$ cat src/rtl/twa_pkg.sv
`timescale 1ns / 1ps

package twa_pkg;

  // Sample and average width.
  localparam int SAMPLE_W = 16;

  // Running total width: 16 samples of 16 bits cannot overflow 21 signed bits.
  localparam int SUM_W = 21;

  // Largest divisor the constant divider is built for.
  localparam int DIV_LIMIT = 16;

  localparam int DEF_SAMPLES_PER_WINDOW = 5;
  localparam int DEF_SKIPPED_WINDOWS    = 4;

  // One closed window handed from the accumulator to the output stage.
  typedef struct packed {
    logic signed [SUM_W-1:0] temp_total;
    logic signed [SUM_W-1:0] hum_total;
    logic signed [SUM_W-1:0] dust_total;
    logic                    dust_measured;
    logic                    next_measures;
  } twa_window_t;

  // Window handoff control, accumulator side to output side.
  typedef struct packed {
    logic valid;
  } twa_win_req_t;

  // Window handoff control, output side to accumulator side.
  typedef struct packed {
    logic take;
  } twa_win_rsp_t;

endpackage

$ cat src/rtl/twa_div.sv
`timescale 1ns / 1ps

// Signed divide by a constant, truncating toward zero.
// Magnitude times a rounded-up reciprocal; exact for every reachable total.
module twa_div #(
  parameter int DIVISOR = twa_pkg::DEF_SAMPLES_PER_WINDOW
) (
  input  logic signed [twa_pkg::SUM_W-1:0]    total,
  output logic signed [twa_pkg::SAMPLE_W-1:0] average
);
  import twa_pkg::*;

  // |total| <= 16 * 2^15 = 2^19, so 20 magnitude bits are enough.
  localparam int MAG_W   = SUM_W - 1;
  // Reciprocal error stays below 1/N for any magnitude below 2^MAG_W
  // as long as DIVISOR <= 16: mag * err < 2^(MAG_W+4) < 2^SHIFT.
  localparam int SHIFT   = MAG_W + $clog2(DIV_LIMIT) + 1;
  localparam int RECIP_W = SHIFT + 1;
  localparam longint unsigned RECIP =
    ((longint'(1) << SHIFT) + longint'(DIVISOR) - 1) / longint'(DIVISOR);
  localparam int PROD_W  = MAG_W + RECIP_W;
  localparam int QUOT_W  = SAMPLE_W + 1;

  logic                     neg;
  logic [SUM_W-1:0]         mag_full;
  logic [MAG_W-1:0]         mag;
  logic [RECIP_W-1:0]       recip;
  logic [PROD_W-1:0]        prod;
  logic [QUOT_W-1:0]        quot;
  logic [QUOT_W-1:0]        quot_signed;

  always_comb begin
    neg         = total[SUM_W-1];
    mag_full    = neg ? (~total + SUM_W'(1)) : total;
    mag         = mag_full[MAG_W-1:0];
    recip       = RECIP_W'(RECIP);
    prod        = PROD_W'(mag) * PROD_W'(recip);
    quot        = prod[SHIFT +: QUOT_W];
    quot_signed = neg ? (~quot + QUOT_W'(1)) : quot;
    average     = signed'(quot_signed[SAMPLE_W-1:0]);
  end

endmodule

$ cat src/rtl/twa_accum.sv
`timescale 1ns / 1ps

// Running totals, sample count and window phase.
// Closes a window into the handoff register on the last beat.
module twa_accum #(
  parameter int SAMPLES_PER_WINDOW = twa_pkg::DEF_SAMPLES_PER_WINDOW,
  parameter int SKIPPED_WINDOWS    = twa_pkg::DEF_SKIPPED_WINDOWS
) (
  input  logic                                clk,
  input  logic                                rst,
  input  logic                                in_valid,
  output logic                                in_stall,
  input  logic signed [twa_pkg::SAMPLE_W-1:0] temp_sample,
  input  logic signed [twa_pkg::SAMPLE_W-1:0] hum_sample,
  input  logic signed [twa_pkg::SAMPLE_W-1:0] dust_sample,
  output twa_pkg::twa_win_req_t               win_req,
  input  twa_pkg::twa_win_rsp_t               win_rsp,
  output twa_pkg::twa_window_t                win
);
  import twa_pkg::*;

  localparam int CNT_W = (SAMPLES_PER_WINDOW > 1) ? $clog2(SAMPLES_PER_WINDOW) : 1;
  localparam int PH_W  = (SKIPPED_WINDOWS > 0) ? $clog2(SKIPPED_WINDOWS + 1) : 1;

  logic signed [SUM_W-1:0] temp_total, hum_total, dust_total;
  logic signed [SUM_W-1:0] temp_next, hum_next, dust_next;
  logic [CNT_W-1:0]        count;
  logic [PH_W-1:0]         phase;
  logic                    win_valid;
  logic                    count_last;
  logic                    phase_last;
  logic                    measuring;
  logic                    accept;

  always_comb begin
    count_last = (count == CNT_W'(SAMPLES_PER_WINDOW - 1));
    phase_last = (phase == PH_W'(SKIPPED_WINDOWS));
    measuring  = (phase == '0);
    // Only a closing beat needs the handoff register.
    in_stall   = win_valid && !win_rsp.take && count_last;
    accept     = in_valid && !in_stall;
    temp_next  = temp_total + SUM_W'(temp_sample);
    hum_next   = hum_total + SUM_W'(hum_sample);
    // Skipped windows report the held average, so their dust total is unused.
    dust_next  = dust_total + SUM_W'(dust_sample);
    win_req.valid = win_valid;
  end

  always_ff @(posedge clk) begin
    if (rst) begin
      temp_total <= '0;
      hum_total  <= '0;
      dust_total <= '0;
      count      <= '0;
      phase      <= '0;
      win_valid  <= 1'b0;
    end else begin
      // A new closing beat refills the register even as the old window leaves.
      if (accept && count_last) begin
        win_valid <= 1'b1;
      end else if (win_rsp.take) begin
        win_valid <= 1'b0;
      end
      if (accept) begin
        if (count_last) begin
          win.temp_total     <= temp_next;
          win.hum_total      <= hum_next;
          win.dust_total     <= dust_next;
          win.dust_measured  <= measuring;
          win.next_measures  <= phase_last;
          temp_total         <= '0;
          hum_total          <= '0;
          dust_total         <= '0;
          count              <= '0;
          phase              <= phase_last ? '0 : phase + PH_W'(1);
        end else begin
          temp_total <= temp_next;
          hum_total  <= hum_next;
          dust_total <= dust_next;
          count      <= count + CNT_W'(1);
        end
      end
    end
  end

  a_count_range: assert property (@(posedge clk) disable iff (rst)
    count <= CNT_W'(SAMPLES_PER_WINDOW - 1))
    else $error("sample count past window length");

  a_phase_range: assert property (@(posedge clk) disable iff (rst)
    phase <= PH_W'(SKIPPED_WINDOWS))
    else $error("window phase past skip count");

  a_close_loads: assert property (@(posedge clk) disable iff (rst)
    accept && count_last |=> win_valid && count == '0)
    else $error("closing beat did not load the window register");

endmodule

$ cat src/rtl/twa_out.sv
`timescale 1ns / 1ps

// Divides a closed window's totals, keeps the held dust average and
// drives the result register.
module twa_out #(
  parameter int SAMPLES_PER_WINDOW = twa_pkg::DEF_SAMPLES_PER_WINDOW
) (
  input  logic                                 clk,
  input  logic                                 rst,
  input  twa_pkg::twa_win_req_t                win_req,
  output twa_pkg::twa_win_rsp_t                win_rsp,
  input  twa_pkg::twa_window_t                 win,
  output logic                                 out_valid,
  input  logic                                 out_stall,
  output logic signed [twa_pkg::SAMPLE_W-1:0]  temp_average,
  output logic signed [twa_pkg::SAMPLE_W-1:0]  hum_average,
  output logic signed [twa_pkg::SAMPLE_W-1:0]  dust_average,
  output logic                                 dust_was_measured,
  output logic                                 next_measures_dust
);
  import twa_pkg::*;

  logic signed [SAMPLE_W-1:0] temp_avg, hum_avg, dust_avg;
  logic signed [SAMPLE_W-1:0] held_dust;
  logic                       load;

  twa_div #(.DIVISOR(SAMPLES_PER_WINDOW)) u_div_temp (
    .total   (win.temp_total),
    .average (temp_avg)
  );

  twa_div #(.DIVISOR(SAMPLES_PER_WINDOW)) u_div_hum (
    .total   (win.hum_total),
    .average (hum_avg)
  );

  twa_div #(.DIVISOR(SAMPLES_PER_WINDOW)) u_div_dust (
    .total   (win.dust_total),
    .average (dust_avg)
  );

  always_comb begin
    load         = win_req.valid && (!out_valid || !out_stall);
    win_rsp.take = load;
  end

  always_ff @(posedge clk) begin
    if (rst) begin
      out_valid <= 1'b0;
      held_dust <= '0;
    end else begin
      if (load) begin
        out_valid <= 1'b1;
      end else if (!out_stall) begin
        out_valid <= 1'b0;
      end
      if (load && win.dust_measured) begin
        held_dust <= dust_avg;
      end
    end
  end

  // N copies of the held value average back to the held value exactly.
  always_ff @(posedge clk) begin
    if (load) begin
      temp_average       <= temp_avg;
      hum_average        <= hum_avg;
      dust_average       <= win.dust_measured ? dust_avg : held_dust;
      dust_was_measured  <= win.dust_measured;
      next_measures_dust <= win.next_measures;
    end
  end

  a_held_tracks: assert property (@(posedge clk) disable iff (rst)
    load && win.dust_measured |=> held_dust == dust_average)
    else $error("held dust average out of step with measured result");

endmodule

$ cat src/rtl/three_channel_window_averager_top.sv
`timescale 1ns / 1ps

// Three-channel window averager. Each input beat carries one signed
// temperature, humidity and dust sample; the block sums each channel and,
// on every SAMPLES_PER_WINDOW-th beat, emits one result beat with the three
// window averages (truncated toward zero), then starts a fresh window. Dust
// is sampled live only in every (SKIPPED_WINDOWS+1)-th window, starting with
// the first after reset; other windows report the average of the last
// measured window. dust_was_measured flags a live window and
// next_measures_dust says whether the following window will be live.
// Rate: one input beat per clock, except while in_stall holds a closing
// beat. A result passes through the accumulator, which loads a window
// register, then the divide-by-constant stage (reciprocal multiply per
// channel), which loads the output register.
// in_stall rises only for a window-closing beat while both the window
// register and a stalled output register are full; ordinary beats are
// always taken.
module three_channel_window_averager_top #(
  parameter int SAMPLES_PER_WINDOW = twa_pkg::DEF_SAMPLES_PER_WINDOW,
  parameter int SKIPPED_WINDOWS    = twa_pkg::DEF_SKIPPED_WINDOWS
) (
  input  logic                                clk,
  input  logic                                rst,
  // input channel
  input  logic                                in_valid,
  output logic                                in_stall,
  input  logic signed [twa_pkg::SAMPLE_W-1:0] temp_sample,
  input  logic signed [twa_pkg::SAMPLE_W-1:0] hum_sample,
  input  logic signed [twa_pkg::SAMPLE_W-1:0] dust_sample,
  // result channel
  output logic                                out_valid,
  input  logic                                out_stall,
  output logic signed [twa_pkg::SAMPLE_W-1:0] temp_average,
  output logic signed [twa_pkg::SAMPLE_W-1:0] hum_average,
  output logic signed [twa_pkg::SAMPLE_W-1:0] dust_average,
  output logic                                dust_was_measured,
  output logic                                next_measures_dust
);
  import twa_pkg::*;

  twa_win_req_t win_req;
  twa_win_rsp_t win_rsp;
  twa_window_t  win;

  // Accumulate stage: totals, count, phase; loads the window register.
  twa_accum #(
    .SAMPLES_PER_WINDOW (SAMPLES_PER_WINDOW),
    .SKIPPED_WINDOWS    (SKIPPED_WINDOWS)
  ) u_accum (
    .clk         (clk),
    .rst         (rst),
    .in_valid    (in_valid),
    .in_stall    (in_stall),
    .temp_sample (temp_sample),
    .hum_sample  (hum_sample),
    .dust_sample (dust_sample),
    .win_req     (win_req),
    .win_rsp     (win_rsp),
    .win         (win)
  );

  // Divide stage: constant divide, held dust, output register.
  twa_out #(
    .SAMPLES_PER_WINDOW (SAMPLES_PER_WINDOW)
  ) u_out (
    .clk                (clk),
    .rst                (rst),
    .win_req            (win_req),
    .win_rsp            (win_rsp),
    .win                (win),
    .out_valid          (out_valid),
    .out_stall          (out_stall),
    .temp_average       (temp_average),
    .hum_average        (hum_average),
    .dust_average       (dust_average),
    .dust_was_measured  (dust_was_measured),
    .next_measures_dust (next_measures_dust)
  );

  // Input backpressure only ever comes from a full, stalled result side.
  a_stall_cause: assert property (@(posedge clk) disable iff (rst)
    in_stall |-> out_valid && out_stall && win_req.valid)
    else $error("input stalled with room downstream");

endmodule
$ cat config.mk
export PLATFORM = sky130hd
export DESIGN_NAME = three_channel_window_averager_top
export DESIGN_NICKNAME = d
export VERILOG_FILES = /design/src/rtl/twa_pkg.sv /design/src/rtl/twa_div.sv /design/src/rtl/twa_accum.sv /design/src/rtl/twa_out.sv /design/src/rtl/three_channel_window_averager_top.sv
export SDC_FILE = /design/constraint.sdc
export NUM_CORES = 1
export LEC_CHECK = 0
export BUFFER_PORTS_ARGS = -buffer_cell sky130_fd_sc_hd__buf_2
export CAP_MARGIN = 5
export CORE_MARGIN = 2
export CORE_UTILIZATION = 55
export DETAILED_ROUTE_END_ITERATION = 10
export PLACE_DENSITY = 0.72
export SYNTH_ARGS = -nofsm -noshare
export SYNTH_HDL_FRONTEND = slang
export SYNTH_HIERARCHICAL = 1
export SYNTH_SLANG_ARGS = --single-unit
$ cat constraint.sdc
create_clock -name clk -period 20.6 [get_ports clk]
set_input_delay 0 -clock clk [delete_from_list [all_inputs] [get_ports clk]]
set_output_delay 0 -clock clk [all_outputs]
set_load 0.01 [all_outputs]
==> metrics.md <==
| Metric | Value |
|---|---|
| Status | `finished, final reports clean` |
| TritonCTS buffer count | `25` |
| CTS tree | `yes` |
| Launch point of the worst reg-to-reg path | `u_accum/win[2]$_DFFE_PP_` |
| Slew at the pin with the worst max-slew slack | `1.16 ns` |
| Worst setup path start | `u_accum/win[2]$_DFFE_PP_` |
| Synth warn | `6` |
| Category of the worst setup path capture point | `register` |
| Via count | `approximately 25k` |
| Most numerous cell on the critical path | `inv_1` |
| Number of rows created at floorplan | `90` |
| Remaining global-route overflow | `0` |
| Share of the yosys chip area belonging to registers | `0.157` |
| Dominant synthesized flop cell | `edfxtp_1` |
| I/O pin count | `104` |
| Largest net degree at the start of global routing | `just over 80` |
| Number of global-route vias before repair | `24.5k` |
| Post-synthesis average cell area | `9.54 µm²` |
| Initial DRT Pass Iterations | `5` |
| Upper clock frequency limit | `98.9 MHz` |
| Fin. Hold Viols | `0` |
| Count of state elements after synthesis | `202` |
| Path type of the worst min-delay path | `in2reg` |
| Static leakage | `17.1 nW` |
| Number of antenna violations at the first check in global routing | `8` |
| Start-to-end type of the worst setup path | `reg2reg` |
| Initial drt markers | `about 1.5k` |
| Final weighted congestion of routability-driven global placement | `about 0.96` |
| Fraction of final layout cells with drive strength greater than 1 | `0.0745` |
| Highest net fanout along the worst path | `9` |
| Die area | `62300 µm²` |
| Height of the chip | `between 200 and 250 µm` |
| CTS H-Tree Depth | `1` |
| Count of buffers from port buffering | `103` |
| Effective utilization at floorplan | `0.553` |
| All-layer global routing usage | `0.248` |
| Mapped Nets | `4473` |
| Power density normalized to cell area | `49.6 nW/µm²` |
| First-pass GRT wire length | `126000 µm` |
| Clock transition at the register clock pins on the worst setup and hold paths after CTS | `0.06 ns` |
| Netlist area before placement | `33200 µm²` |
| Cell at the slowest stage of the critical path | `fa_1` |
| Number of library cell types mapped by synthesis | `about 110` |
| Share of the clock period used by the worst path | `0.491` |
| Floorplan core area | `~60000 µm²` |
| Total count of max-transition violations in the final report | `0` |
| Critical Path AT | `10.42 ns` |
| Number of max-cap violations | `0` |
| Clk sink count | `202` |
| Hold Path Cell Cnt | `2` |
| Final setup violation count | `0` |
| Final routed wirelength across all metal layers | `76200 µm` |
| Post-CTS sizing | `0` |
| Clock tree root buffer cell | `clkbuf_16` |
| Number of nets with antenna violations after routing | `0` |
| Final setup skew | `0.0415 ns` |
| Final critical delay including setup and external delays | `10.11 ns` |
| Share of synthesized registers carrying an async set or reset | `0` |
| Setup TNS Final | `0 ns` |
| Number of synthesized flops with an enable pin | `115` |
| R2R cell count | `33` |
| Nature of the critical path startpoint | `register` |
| Synthesized instance count | `3478` |
| Number of nets in the final layout | `4559` |
| Hold Path Origin | `rst` |
| Dpl hpwl | `between 60000 and 70000 µm` |
| DR vias/cell | `5.62` |
| Worst hold slack after final layout | `0.0278 ns` |
| Crit-path max cell delay | `0.71 ns` |
| Layout overhead on the synthesized area | `6.60%` |
| Slew Limit Headroom | `0.228` |
| Buffers from clock root to sink, at most | `3` |
| Worst VDD drop | `0.0712 mV` |
| Critical Path RT | `around 21 ns` |
| Wire length per cell | `17.4 µm` |
| Number of DRC violations after detailed routing | `0` |
| Setup repair after global routing missed its margin | `false` |
| Clk Latency, worst-skew pair | `0.56 ns` |
| Die X | `250 µm` |
-- final timing paths --
kind | endpoint | slack, ns
setup / recovery | u_out/dust_average[12]$_DFFE_PP_ | 10.49
hold reg to reg | u_out/next_measures_dust$_DFFE_PP_ | 0.43
hold / removal | u_accum/phase[0]$_SDFFE_PP0P_ | 0.03
setup reg to reg | u_out/dust_average[12]$_DFFE_PP_ | 10.49
-- cells in the mapped netlist (all sizes together) (37+ instances only) --
master	number	area [µm²]
nand4	39	256
xnor2	128	1120
ha	559	6990
a22o	38	333
fa	384	7690
xor2	56	490
dfxtp	87	1740
nor2	135	523
clkbuf	44	169
a21oi	189	976
inv	686	2570
nand2	189	717
a211oi	37	298
nand3	65	335
o21ai	145	741
edfxtp	115	3450
-- metrics by stage --
step | setup slack, ns | std cells | instance area [µm²] | utilization | power, mW
after floorplan | 11.45 | 3478 | 33200 | - | 1.12
after detailed placement | 10.43 | 4307 | 34400 | 0.573 | 1.31
after global placement | 10.59 | 4307 | 34400 | 0.573 | 1.30
final | 10.49 | 4366 | 35400 | 0.589 | 1.75
after global routing | 9.59 | 4366 | 35400 | 0.589 | 1.89
after CTS | 10.44 | 4365 | 35400 | 0.589 | 1.76
-- flip-flops by register name, summed over array words and instances, names as in the netlist --
| signal | cells |
|---|---|
| u_accum/win | 65 |
| u_out/next_measures_dust | 1 |
| u_accum/count | 3 |
| u_out/dust_average | 16 |
| u_accum/phase | 3 |
| u_out/held_dust | 16 |
| u_accum/temp_total | 21 |
| u_out/out_valid | 1 |
| u_accum/hum_total | 21 |
| u_accum/dust_total | 21 |
| u_out/hum_average | 16 |
| u_out/temp_average | 16 |
| u_accum/win_req | 1 |
| u_out/dust_was_measured | 1 |
-- logic make-up (layout without fill, tap and decap cells) --
family / Yosys count / count (layout) / share of synthesized area
AO/OA/AOI/OAI: 720 / 720 / 0.154
XOR/XNOR: 185 / 185 / 0.0493
adder cells (fa/ha/maj): 943 / 943 / 0.443
other: 0 / 1 / 0
flip-flops: 202 / 202 / 0.157
AND/OR/NAND/NOR: 649 / 649 / 0.101
multiplexers: 27 / 27 / 0.00902
buffers and inverters: 752 / 857 / 0.0881
-- metal layers --
| metal | track usage | part of all wire |
|---|---|---|
| met1 | 0.357 | 0.48 |
| met2 | 0.405 | 0.45 |
| met3 | 0.0374 | 0.056 |
| met4 | 0.0332 | 0.013 |
| met5 | 0 | 0.00095 |
-- worst max-delay path: cells and delay by family, from the launching register on --
kind,cells,cell delay [ns]
xor+xnor,2,0.65
buf+inv,7,0.87
fa+ha+maj,10,4.41
flops,1,0.55
simple gates,7,1.17
compound gates,6,1.92
mux,1,0.27
-- repair_timing --
action,4_1_cts,5_1_grt
hold endpoints to repair,17,0
hold buffers,12,0
buffers inserted,0,0
-- layout by cell type, fill, tap and decap left out, types with 35 or more instances in the layout --
master and n:
nand2_1 186, xor2_1 56, nand4_1 37, fa_1 384, o21ai_0 127, nor2_1 132, xnor2_1 128, inv_1 682
buf_2 103, a21oi_1 180, ha_1 559, nand3_1 63, a22o_1 38, a21o_1 35, nor3_1 35, dfxtp_1 87
edfxtp_1 115
-- power by group --
part / total (mW) / switching [mW] / internal, mW
registers: 0.481 / 0.0121 / 0.469
logic: 0.833 / 0.508 / 0.325
clock network: 0.439 / 0.178 / 0.260
-- area by class of cell --
type | instances | area [µm²]
clock inverter | 14 | 134
antenna | 1 | 2.50
fill | 5196 | 24700
multi-input combinational | 2524 | 25100
clock buffer | 32 | 683
tap | 782 | 978
sequential | 202 | 5190
inverter | 686 | 2570
timing repair buffer | 125 | 711
(Power assumes the default switching activity.)
